--- config.mk ---
export PLATFORM = sky130hd
export DESIGN_NAME = dpbp_pose_regs
export DESIGN_NICKNAME = d
export VERILOG_FILES = /design/src/design/dpbp_pkg.sv /design/src/design/dpbp_pose_regs.sv
export SDC_FILE = /design/constraint.sdc
export NUM_CORES = 1
export LEC_CHECK = 0
export BUFFER_PORTS_ARGS = -buffer_cell sky130_fd_sc_hd__buf_2
export CORE_UTILIZATION = 37
export DETAILED_ROUTE_END_ITERATION = 16
export HOLD_SLACK_MARGIN = 0.03
export PLACE_DENSITY_LB_ADDON = 0.12
export SETUP_SLACK_MARGIN = 0.02
export SLEW_MARGIN = 30
export SYNTH_ARGS = -nofsm -noshare
export SYNTH_HDL_FRONTEND = slang
export SYNTH_SLANG_ARGS = --single-unit
--- constraint.sdc ---
create_clock -name clk_i -period 0.8 [get_ports clk_i]
set_input_delay 0.04 -clock clk_i [delete_from_list [all_inputs] [get_ports clk_i]]
set_output_delay 0.04 -clock clk_i [all_outputs]
set_load 0.02 [all_outputs]
--- src/design/dpbp_pkg.sv ---
// ---------------------------------------------------------------------------
// dpbp_pkg: shared types and constants of the depth pixel back-projection core
// Field widths, register indexes, opcodes and pose store types.
// ---------------------------------------------------------------------------
package dpbp_pkg;

  // Beat field widths
  localparam int unsigned COORD_W    = 12;
  localparam int unsigned DEPTH_W    = 16;
  localparam int unsigned COLOR_W    = 8;
  localparam int unsigned RGB_W      = 3 * COLOR_W;
  localparam int unsigned CIDX_W     = 4;
  localparam int unsigned CVAL_W     = 32;
  localparam int unsigned WORLD_W    = 32;
  localparam int unsigned IN_DATA_W  = 104;
  localparam int unsigned OUT_DATA_W = 120;

  // Configuration port
  localparam int unsigned CFG_IDX_W  = 3;
  localparam int unsigned CFG_DATA_W = 24;
  localparam int unsigned IFOC_W     = 24;
  localparam int unsigned PP_W       = 16;

  typedef enum logic [CFG_IDX_W-1:0] {
    REG_INV_FOCAL_X  = 3'd0,
    REG_INV_FOCAL_Y  = 3'd1,
    REG_PRINCIPAL_X  = 3'd2,
    REG_PRINCIPAL_Y  = 3'd3,
    REG_DEPTH_MIN    = 3'd4,
    REG_DEPTH_MAX    = 3'd5
  } cfg_reg_e;

  localparam logic [IFOC_W-1:0]  RST_INV_FOCAL_X = 24'd32768;
  localparam logic [IFOC_W-1:0]  RST_INV_FOCAL_Y = 24'd32768;
  localparam logic [PP_W-1:0]    RST_PRINCIPAL_X = 16'd5120;
  localparam logic [PP_W-1:0]    RST_PRINCIPAL_Y = 16'd3840;
  localparam logic [DEPTH_W-1:0] RST_DEPTH_MIN   = 16'd10;
  localparam logic [DEPTH_W-1:0] RST_DEPTH_MAX   = 16'd10000;

  // Beat kind carried in tuser
  localparam logic OP_PIXEL = 1'b0;
  localparam logic OP_POSE  = 1'b1;

  // Fixed-point layout
  localparam int unsigned ROT_Q     = 29;
  localparam int unsigned CAM_SHIFT = 28;
  localparam int unsigned MOD_W     = 4;

  // Pose store: rotation row-major in entries 0..8, translation in 9..11
  localparam int unsigned POSE_ENTRIES = 12;
  localparam int unsigned POSE_T_BASE  = 9;
  localparam logic signed [CVAL_W-1:0] POSE_ONE = 32'sh2000_0000;

  typedef logic signed [CVAL_W-1:0] pose_arr_t [POSE_ENTRIES];

  typedef struct packed {
    logic              en;
    logic [CIDX_W-1:0] idx;
    logic [CVAL_W-1:0] val;
  } pose_wr_t;

endpackage

--- src/design/dpbp_pose_regs.sv ---
// ---------------------------------------------------------------------------
// dpbp_pose_regs: camera-to-world pose store
// Twelve 32-bit entries, identity rotation and zero translation at reset.
// Writes to entries beyond the last are dropped.
// ---------------------------------------------------------------------------
module dpbp_pose_regs
  import dpbp_pkg::*;
(
  input  logic      clk_i,
  input  logic      rst_ni,
  input  pose_wr_t  wr_i,
  output pose_arr_t pose_o
);

  pose_arr_t pose_d;
  pose_arr_t pose_q;

  // Decode the write index
  always_comb begin
    for (int k = 0; k < POSE_ENTRIES; k++) begin
      pose_d[k] = pose_q[k];
      if (wr_i.en && (wr_i.idx == CIDX_W'(k))) begin
        pose_d[k] = $signed(wr_i.val);
      end
    end
  end

  // Hold entries, restore identity on reset
  always_ff @(posedge clk_i or negedge rst_ni) begin
    if (!rst_ni) begin
      for (int k = 0; k < POSE_ENTRIES; k++) begin
        pose_q[k] <= ((k == 0) || (k == 4) || (k == 8)) ? POSE_ONE : '0;
      end
    end else begin
      pose_q <= pose_d;
    end
  end

  assign pose_o = pose_q;

endmodule

After elaboration in Yosys (flattened, before gate mapping):

Cells that the tools add are included.
W data, S select, Z words.

* register bits: 384
* input bits: 39
* memories kept: 0
* bits in latches: 0
* word-level logic and storage cells: 36
* output and inout port bits: 384
* ROM bits: 0
* RAM bits: 0

* order comparisons: 0
* divide/modulo/power cells: 0
* bitwise gates (word level): 0
* reduce and logical (&&, ||, !) cells: 13
* mux-type cells: 0
* add/subtract/negate cells: 0
* equal/unequal tests: 11
* shift-type cells: 0
* multipliers: 0

Operators with widths (number)
* $eq A4 B3 Y1 const B: 4
* $eq A4 B4 Y1 const B: 4
* $logic_and A1 B1 Y1: 12
* $eq A4 B2 Y1 const B: 2
* $eq A4 B1 Y1 const B: 1
* $logic_not A4 Y1: 1

Logic depth before layout (Yosys ltp):

Gate-level depths: netlist of the first run.

* depth after elaboration: 2
* gate-level depth with buffers: 5
* gate-level depth less buffers: 3

Least setup slack after synthesis of the first run:

OpenSTA, ideal clock, no wires.

* path type: input-to-reg
* start point: input wr_i[32] (netlist bit)
* end point: register pose_q, in the netlist pose_o[33]
* setup time: 0.125 ns
* path buffers: 2
* required time: 0.675 ns
* cell stages on the path: 5
* arrival time: 1.161 ns
* path slack: -0.485 ns
* path through: clkbuf_1 nand2b_1 nor2_1 buf_2 mux2_2

* word-level cells in the longest chain between the ends: 2

RTL lines
* start, declared: line dpbp_pose_regs.sv:11 `input pose_wr_t wr_i,`
* $eq A4 B4 Y1: line dpbp_pose_regs.sv:22 `if (wr_i.en && (wr_i.idx == CIDX_W'(k))) begin`
* $logic_and A1 B1 Y1: line dpbp_pose_regs.sv:22
* end signal, assigned by index: line dpbp_pose_regs.sv:32 `pose_q[k] <= ((k == 0) || (k == 4) || (k == 8)) ? POSE_ONE : '0;`
* end signal, assigned: line dpbp_pose_regs.sv:35 `pose_q <= pose_d;`
* end, declared: line dpbp_pose_regs.sv:16 `pose_arr_t pose_q;`

No other way between the ends.
A chain may end at the register's enable or synchronous reset.

Worst setup path after layout of the first run:

* start point: register pose_q, in the netlist pose_o[125]
* end point: output pose_o[125] (netlist bit)

RTL lines
* end, declared: line dpbp_pose_regs.sv:12 `output pose_arr_t pose_o`

No word-level cell between the ends.

==> results of run 1 <==
## metrics by stage
stage          area, um2  hold slack (ns)  setup slack, ns  setup TNS, ns  cells
5_1_grt            25250         -0.03450          -0.5158        -178.20   2060
3_3_place_gp       17920          -0.1161          -0.7155        -229.99   1792
4_1_cts            23520         -0.05003          -0.5094        -160.58   1989
2_1_floorplan      14780          -0.2556          -0.4420        -137.58    860
3_5_place_dp       17920          -0.1134          -0.7245        -234.00   1792
6_report           25250        -0.008167          -0.4759        -163.04   2060
## logic make-up after synthesis
| kind of cell | after synthesis | synth area share |
|---|---|---|
| buffers and inverters | 73 | 0.02509 |
| DFF | 384 | 0.6556 |
| muxes | 384 | 0.3103 |
| and+or+nand+nor | 19 | 0.009045 |
## worst max path at each step
stage | depth (start not counted) | to
floorplan | 5 | pose_o[100]
global placement | 5 | pose_o[120]
detailed placement | 5 | pose_o[227]
CTS | 1 | pose_o[125]
global route | 1 | pose_o[125]
finish | 1 | pose_o[125]
## cells in the mapped netlist (2+ instances only)
cell,n,share of area
clkbuf_1,34,0.0087
nand3b_4,2,0.0027
dfstp_2,3,0.0054
mux2_4,60,0.061
or3_1,2,0.00085
buf_6,6,0.0046
dfrtp_1,381,0.65
nor2_1,7,0.0018
buf_4,3,0.0015
mux2_1,16,0.012
mux2_2,308,0.24
nand2b_1,2,0.00085
nand3b_1,2,0.0010
buf_2,30,0.010
nand2_1,2,0.00051
## cell type report
cell class,count,area [um2]
tap,518,648.1
fill,2763,13580
clock buffer,64,1257
sequential,384,9613
clock inverter,11,108.9
multi-input combinational,403,5574
timing repair buffer,680,8045
## metal layers
layer / vias to the layer above / wire (um) / part of all wire / GRT usage
met5: - / 13 / 0.00025 / 0
met3: 78 / 3143 / 0.060 / 0.06851
li1: 4299 / - / - / -
met1: 5316 / 22700 / 0.43 / 0.3158
met2: 337 / 25260 / 0.48 / 0.3845
met4: 2 / 1644 / 0.031 / 0.07933
## what timing repair did
action,in CTS,in global routing
endpoints found under the setup margin,662,761
hold endpoints to repair,756,9
gates resized for setup,877,276
pin swaps,5,7
cloned,18,16
setup buffers,72,84
## power by group
group / internal, W / switching, W / total, W / leakage (nW)
combinational: 0.0162 / 0.0115 / 0.0277 / 6.91
clock: 0.0115 / 0.00786 / 0.0193 / 0.677
sequential: 0.0240 / 0.00366 / 0.0277 / 4.70
==> summary.md, run 1 <==
| Metric | Value |
|---|---|
| Slowest CP cell | `dfstp_2` |
| Starting density of the core | `0.3776` |
| RSZ-0062 raised after global routing | `yes` |
| Total power | `around 0.075 W` |
| Number of remaining DRC errors | `0` |
| Min-Delay Path Class | `in2async` |
| Power density over the cells | `2960 mW/mm2` |
| LEAKAGE | `12.29 nW` |
| Total CTS buffers | `between 40 and 50` |
| Critical Path AT | `around 1.2 ns` |
| DIE AREA | `between 0.04 and 0.05 mm2` |
| Critical path class | `reg2out` |
| Least-Margin Pin Slew | `around 0.42 ns` |
| Reg-to-Reg End | `pose_o[125]` |
| Final setup margin | `-0.4759 ns` |
| Synthesized area per cell | `around 17 um2` |
| Clk sinks | `~380` |
| Primary FF master, synth | `dfrtp_1` |
| Vias in the first global route | `around 11000` |
| Fin Clk Skew | `0 ns` |
| EDFF count, synth | `0` |
| Top Ports | `around 420` |
| Post-layout utilization of the core | `0.6502` |
| Largest net degree at the start of global routing | `64` |
| Worst Setup End Kind | `primary output` |
| TritonCTS clock tree | `done` |
| Core area | `approximately 0.039 mm2` |
| Number of buffers and inverters on the critical path | `1` |
| Vias per cell | `between 4 and 5` |
| DP HPWL | `29200 um` |
| Final hold violation count | `9` |
| Final layout net count | `approximately 1600` |
| CTS root buffer | `clkbuf_16` |
| Wirelength per Cell | `25.61 um` |
| CP required | `approximately 0.76 ns` |
| Reg-to-Reg Start | `pose_o[125]` |
| Post-synthesis instance total | `between 800 and 900` |
| First-pass GRT wire length | `approximately 72000 um` |
| Fin Hold WS | `-0.008167 ns` |
| Failing checks | `negative hold slack, negative setup slack` |
| Mapped Area | `between 0.01 and 0.015 mm2` |
| Max reg flops | `approximately 380` |
| Status | `complete, but fails checks` |
| Post-Route WL | `around 53000 um` |
| Port bufs | `422` |
| Area grow syn2layout | `72.18%` |
| Most frequent cells in the layout | `buf_6, dfrtp_1, mux2_4` |
| Layout cells sized above 1 | `0.7205` |
| Drt first-iter violations | `~340` |
| CTS Hold Bufs | `32` |
| Die X | `201.1 um` |
| CP startpoint kind | `flip-flop` |
| # diodes | `0` |
| Slack of the worst reg-to-reg path | `-0.24 ns` |
| Worst path max stage delay | `about 0.56 ns` |
| Routability Congestion | `between 0.7 and 0.8` |
| Crit-path cells | `buf_6` |
| DR vias | `approximately 10000` |
| Critical Path Source | `pose_o[125]` |
| Gr ovfl total | `0` |
| Clk_lat worst skew | `approximately 0.54 ns` |
| Initial antenna violation count | `1` |
| CP max FO | `2` |
| Max cap viols | `0` |
| Synth Net Count | `around 900` |
| Fmax achieved | `between 700 and 800 MHz` |
| Clock buffer depth | `3` |
| Max-slew violations | `0` |
| Clk slew on worst S/H paths | `0.06 ns` |
| # rows | `72` |
| Drt pass-1 iters | `4` |
| Synth async-reset ratio | `1.000` |
| Relative slew slack | `0.7216` |
| CP delay by family, top | `flip-flops` |
| Most common cell after layout, fill and taps aside | `buf_6` |
| Number of H-tree levels | `2` |
| Setup Viol. Count Final | `726` |
| Seq/Total Area, Yosys | `0.6556` |
| Post-route ant nets | `0` |
| Die Ht | `about 200 um` |
| Period utilization | `1.595` |
| GR Util All Layers | `0.2410` |
| Register-to-Register Path Depth | `4` |
| Worst vdd ir | `roughly 0.0018 V` |
| Crit path time final | `1.276 ns` |
| Synth warn | `0` |
| Unique masters post-synth | `17` |
| Synthesized flop and latch total | `about 380` |
No activity file was read; power rests on OpenSTA's default activity.
==> run 2: changes to the inputs <==
Settings changed: PLACE_DENSITY_LB_ADDON 0.12 to 0.08.
==> run 2 against run 1 <==
Compared with the run above: the run still ends with negative hold slack, negative setup slack left; core utilization fell by 2.4 points; worst hold slack got worse by 0.076 ns; sequential cell count unchanged; total power down 2.6%; die area did not move; final cell count decreased by 1.7%; largest cell class unchanged; highest routed layer is now met4.
==> summary.md, run 2 (synthesized netlist as in run 1, its figures left out) <==
| Metric | Value |
|---|---|
| Status | `complete, but fails checks` |
| Failing checks | `negative hold slack, negative setup slack` |
| Max reg flops | `384` |
| Number of buffers and inverters on the critical path | `1` |
| Fin Clk Skew | `0 ns` |
| Routability Congestion | `0.7842` |
| Final hold violation count | `11` |
| Vias per cell | `~4.8` |
| Worst path max stage delay | `between 0.5 and 0.6 ns` |
| DP HPWL | `between 30000 and 40000 um` |
| CTS root buffer | `clkbuf_16` |
| Fmax achieved | `approximately 780 MHz` |
| Setup Viol. Count Final | `between 700 and 800` |
| Top Ports | `approximately 420` |
| Total CTS buffers | `43` |
| Final layout net count | `between 1500 and 2000` |
| Area grow syn2layout | `65.82%` |
| CP startpoint kind | `flip-flop` |
| Clk slew on worst S/H paths | `about 0.060 ns` |
| # rows | `between 70 and 80` |
| Critical path class | `reg2out` |
| Crit path time final | `~1.3 ns` |
| CP max FO | `2` |
| Post-Place Setup Slack | `-0.7052 ns` |
| CP delay by family, top | `flip-flops` |
| Die Ht | `201.1 um` |
| DR vias | `9740` |
| Slowest CP cell | `dfstp_2` |
| Worst Setup End Kind | `primary output` |
| CP required | `~0.76 ns` |
| Final setup TNS | `-146.96 ns` |
| Max-slew violations | `0` |
| Clk sinks | `384` |
| Least-Margin Pin Slew | `approximately 0.4 ns` |
| Final setup margin | `-0.4823 ns` |
| Design Area, Final | `~0.024 mm2` |
| Largest net degree at the start of global routing | `between 50 and 60` |
| Vias in the first global route | `~10000` |
| Port bufs | `between 400 and 500` |
| Post-Route WL | `between 50000 and 60000 um` |
| Post-route ant nets | `0` |
| Die X | `201.1 um` |
| Critical Path AT | `~1.2 ns` |
| Number of H-tree levels | `2` |
| CTS Hold Bufs | `32` |
| Most common cell after layout, fill and taps aside | `buf_6` |
| Fin Hold WS | `-0.08451 ns` |
| Wirelength per Cell | `25.05 um` |
| GR Util All Layers | `0.2242` |
| Starting density of the core | `0.3776` |
| Drt pass-1 iters | `4` |
| LEAKAGE | `~12 nW` |
| # diodes | `0` |
| Initial antenna violation count | `0` |
| Layout cells sized above 1 | `0.7149` |
| Most frequent cells in the layout | `buf_6, dfrtp_1, mux2_2` |
| Clock buffer depth | `3` |
| TritonCTS clock tree | `done` |
| Total power | `about 0.073 W` |
| Crit-path cells | `buf_6` |
| First-pass GRT wire length | `~68000 um` |
| Period utilization | `1.603` |
| Gr ovfl total | `0` |
| Number of remaining DRC errors | `0` |
| Max cap viols | `0` |
| Placed instance area | `between 0.015 and 0.02 mm2` |
| DIE AREA | `around 0.040 mm2` |
| Relative slew slack | `0.7365` |
| Post-route insts no fill | `around 2000` |
| Placed insts | `1797` |
| Drt first-iter violations | `between 300 and 400` |
| Clk_lat worst skew | `around 0.55 ns` |
| Power density over the cells | `2994 mW/mm2` |
| Core area | `0.03883 mm2` |
| RSZ-0062 raised after global routing | `yes` |
| Worst vdd ir | `about 0.0022 V` |
| Min-Delay Path Class | `in2async` |
-- run 2: worst paths after layout --
path / from / endpoint / slack (ns) / cells past startpoint
max: pose_o[125] / pose_o[125] / -0.48 / 1
max reg2reg: pose_o[98] / pose_o[98] / -0.22 / 3
min in group clk_i: wr_i[17] / pose_o[49] / 0.08 / 2
min reg2reg: pose_o[36] / pose_o[36] / 0.51 / 1
max in group asynchronous: rst_ni / pose_o[299] / 0.25 / 4
min: rst_ni / pose_o[248] / -0.08 / 2
-- run 2: area by class of cell --
type	instances	area, um2
Clock inverter	9	73.82
Sequential cell	384	9613
Clock buffer	66	1295
Timing Repair Buffer	646	7586
Fill cell	2905	14510
Multi-Input combinational cell	403	5099
Tap cell	518	648.1
-- run 2: routing by layer --
layer / routed length (um) / vias up / track usage
met5: 0 / - / 0
li1: - / 4228 / -
met1: 21060 / 5148 / 0.2817
met2: 25210 / 304 / 0.3778
met4: 1026 / 0 / 0.05752
met3: 3440 / 60 / 0.06477
-- run 2: power by group --
group          total (W)  leakage, nW  switching [W]  internal [W]
combinational     0.0260         6.28         0.0113        0.0147
sequential        0.0275         4.70        0.00352        0.0240
clock             0.0193        0.679        0.00785        0.0114
-- run 2: timing repair --
action                                  in CTS  in global routing
gates resized for setup                    797                180
gates cloned                                 4                 28
buffers inserted                            59                 47
endpoints found under the setup margin     586                744
endpoints found under the hold margin      746                 11
pin swaps                                    3                  9
-- run 2: per-stage QoR --
step | util | hold WS [ns]
after detailed placement | 0.4640 | -0.1152
after CTS | 0.5864 | -0.1033
after floorplan | - | -0.2556
final | 0.6262 | -0.08451
after global routing | 0.6262 | -0.09594
after global placement | 0.4640 | -0.1150
==> run 3: changes to the inputs <==
Settings changed: SETUP_SLACK_MARGIN 0.02 to 0.3.
==> run 3 against run 2 <==
Compared with the run above: the flow still finishes with violations (negative hold slack, negative setup slack); global-route usage fell by 0.12 points; clock skew stayed put; design area is 0.18% higher; core utilization grew 0.11 points; sequential share of layout area down 0.071 points; clock power about the same; critical path depth stayed put; die area unchanged; worst setup slack got worse by 0.0016 ns.
==> summary.md, run 3 (synthesized netlist as in run 1, its figures left out) <==
| Metric | Value |
|---|---|
| First-pass GRT wire length | `between 60000 and 70000 um` |
| Gr ovfl total | `0` |
| Critical path class | `reg2out` |
| Die X | `201.1 um` |
| Core area | `0.03883 mm2` |
| Layout cells sized above 1 | `0.7321` |
| Post-Place Setup Slack | `-0.7052 ns` |
| Drt first-iter violations | `approximately 360` |
| Reg-to-Reg End | `pose_o[98]` |
| LEAKAGE | `roughly 12 nW` |
| Reg-to-Reg Start | `pose_o[98]` |
| DP HPWL | `~30000 um` |
| Fin Hold WS | `-0.6902 ns` |
| Post-route insts no fill | `between 2000 and 2500` |
| Starting density of the core | `0.3776` |
| Vias per cell | `4.842` |
| Relative slew slack | `0.7481` |
| Clk sinks | `384` |
| Top Ports | `~420` |
| Drt pass-1 iters | `4` |
| Total CTS buffers | `43` |
| Routability Congestion | `approximately 0.78` |
| Final layout net count | `roughly 1500` |
| Min-Delay Path Class | `in2async` |
| Critical Path AT | `approximately 1.2 ns` |
| Largest net degree at the start of global routing | `a little over 50` |
| Number of H-tree levels | `2` |
| Wirelength per Cell | `approximately 25 um` |
| Port bufs | `between 400 and 500` |
| Clk_lat worst skew | `0.55 ns` |
| Placed instance area | `approximately 0.018 mm2` |
| CP delay by family, top | `flip-flops` |
| Slack of the worst reg-to-reg path | `-0.23 ns` |
| Failing checks | `negative hold slack, negative setup slack` |
| CP required | `0.76 ns` |
| Design Area, Final | `between 0.02 and 0.025 mm2` |
| TritonCTS clock tree | `done` |
| Crit-path cells | `buf_6` |
| Fmax achieved | `778.9 MHz` |
| CTS root buffer | `clkbuf_16` |
| GR Util All Layers | `0.2229` |
| Area grow syn2layout | `66.12%` |
| # rows | `slightly above 70` |
| Placed insts | `approximately 1800` |
| CP max FO | `2` |
| Post-route ant nets | `0` |
| Post-Route WL | `between 50000 and 60000 um` |
| Power density over the cells | `3006 mW/mm2` |
| Most frequent cells in the layout | `buf_6, dfrtp_1, mux2_2` |
| Clk slew on worst S/H paths | `about 0.060 ns` |
| Status | `complete, but fails checks` |
| Final hold violation count | `approximately 540` |
| Crit path time final | `between 1 and 1.5 ns` |
| Initial antenna violation count | `0` |
| Period utilization | `1.605` |
| Most common cell after layout, fill and taps aside | `buf_6` |
| Met1 usage | `0.2809` |
| DIE AREA | `about 0.040 mm2` |
| Max-slew violations | `0` |
| Vias in the first global route | `10160` |
| Register-to-Register Path Depth | `3` |
| Setup Viol. Count Final | `658` |
| RSZ-0062 raised after global routing | `yes` |
| Number of remaining DRC errors | `0` |
| # diodes | `0` |
| Slowest CP cell | `dfstp_2` |
| Grt met2 use | `0.3739` |
| Worst setup endpoint | `pose_o[125]` |
| Number of buffers and inverters on the critical path | `1` |
| Met3 Resource Use GR | `0.06558` |
| Final setup margin | `-0.4839 ns` |
| CP startpoint kind | `flip-flop` |
| Die Ht | `about 200 um` |
| Worst path max stage delay | `0.57 ns` |
| Clock buffer depth | `3` |
| Global routing's busiest layer | `met2` |
| Worst Setup End Kind | `primary output` |
| Worst vdd ir | `between 0.002 and 0.0025 V` |
| Total power | `approximately 0.073 W` |
| DR vias | `about 10000` |
| Critical Path Source | `pose_o[125]` |
| CP Depth | `1` |
| Least-Margin Pin Slew | `0.3778 ns` |
| Max reg flops | `approximately 380` |
| Fin Clk Skew | `0 ns` |
| Max cap viols | `0` |
run 3: cell count changes in the layout (fill, tap and decap cells not counted), sizes merged:
| cell | previous run | this run |
|---|---|---|
| buf | 592 | 608 |
| dlygate4sd3 | 32 | 5 |
run 3: how the worst min path moves through the flow:
stage            from          end  slack, ns  cells after the start
4_1_cts        rst_ni  pose_o[376]      -0.71                      1
3_5_place_dp   rst_ni  pose_o[376]      -0.12                      1
3_3_place_gp   rst_ni  pose_o[254]      -0.11                      1
5_1_grt        rst_ni  pose_o[248]      -0.71                      1
2_1_floorplan  rst_ni    pose_o[0]      -0.26                      0
6_report       rst_ni  pose_o[254]      -0.69                      1
run 3: power by group:
group,switching (W),internal (W)
logic,0.0113,0.0151
clock network,0.00785,0.0114
registers,0.00355,0.0240
total,0.0227,0.0505
run 3: cell type report:
cell class / count / area (um2)
repair buffers: 635 / 7570
clock inverters: 9 / 73.82
well taps: 518 / 648.1
flip-flops and latches: 384 / 9613
multi-input cells: 403 / 5159
clock buffers: 66 / 1295
fillers: 2901 / 14470
run 3: metal layers:
metal,part of all wire,routed length (um)
met1,0.41,21020
met2,0.50,25250
met3,0.071,3588
met4,0.020,1032
met5,0,0
run 3: stage by stage:
stage / utilization / setup TNS, ns
after floorplan: - / -137.58
after global placement: 0.4640 / -221.93
after detailed placement: 0.4640 / -226.20
after CTS: 0.5795 / -148.35
after global routing: 0.6274 / -164.95
final: 0.6274 / -145.31
run 3: repair_timing:
item / in CTS / in global routing
cloned: 5 / 30
hold endpoints to repair: 746 / 666
buffers inserted: 58 / 45
hold buffers: 3 / 2
resized for setup: 799 / 213
setup endpoints to repair: 768 / 774
pin swaps: 3 / 7
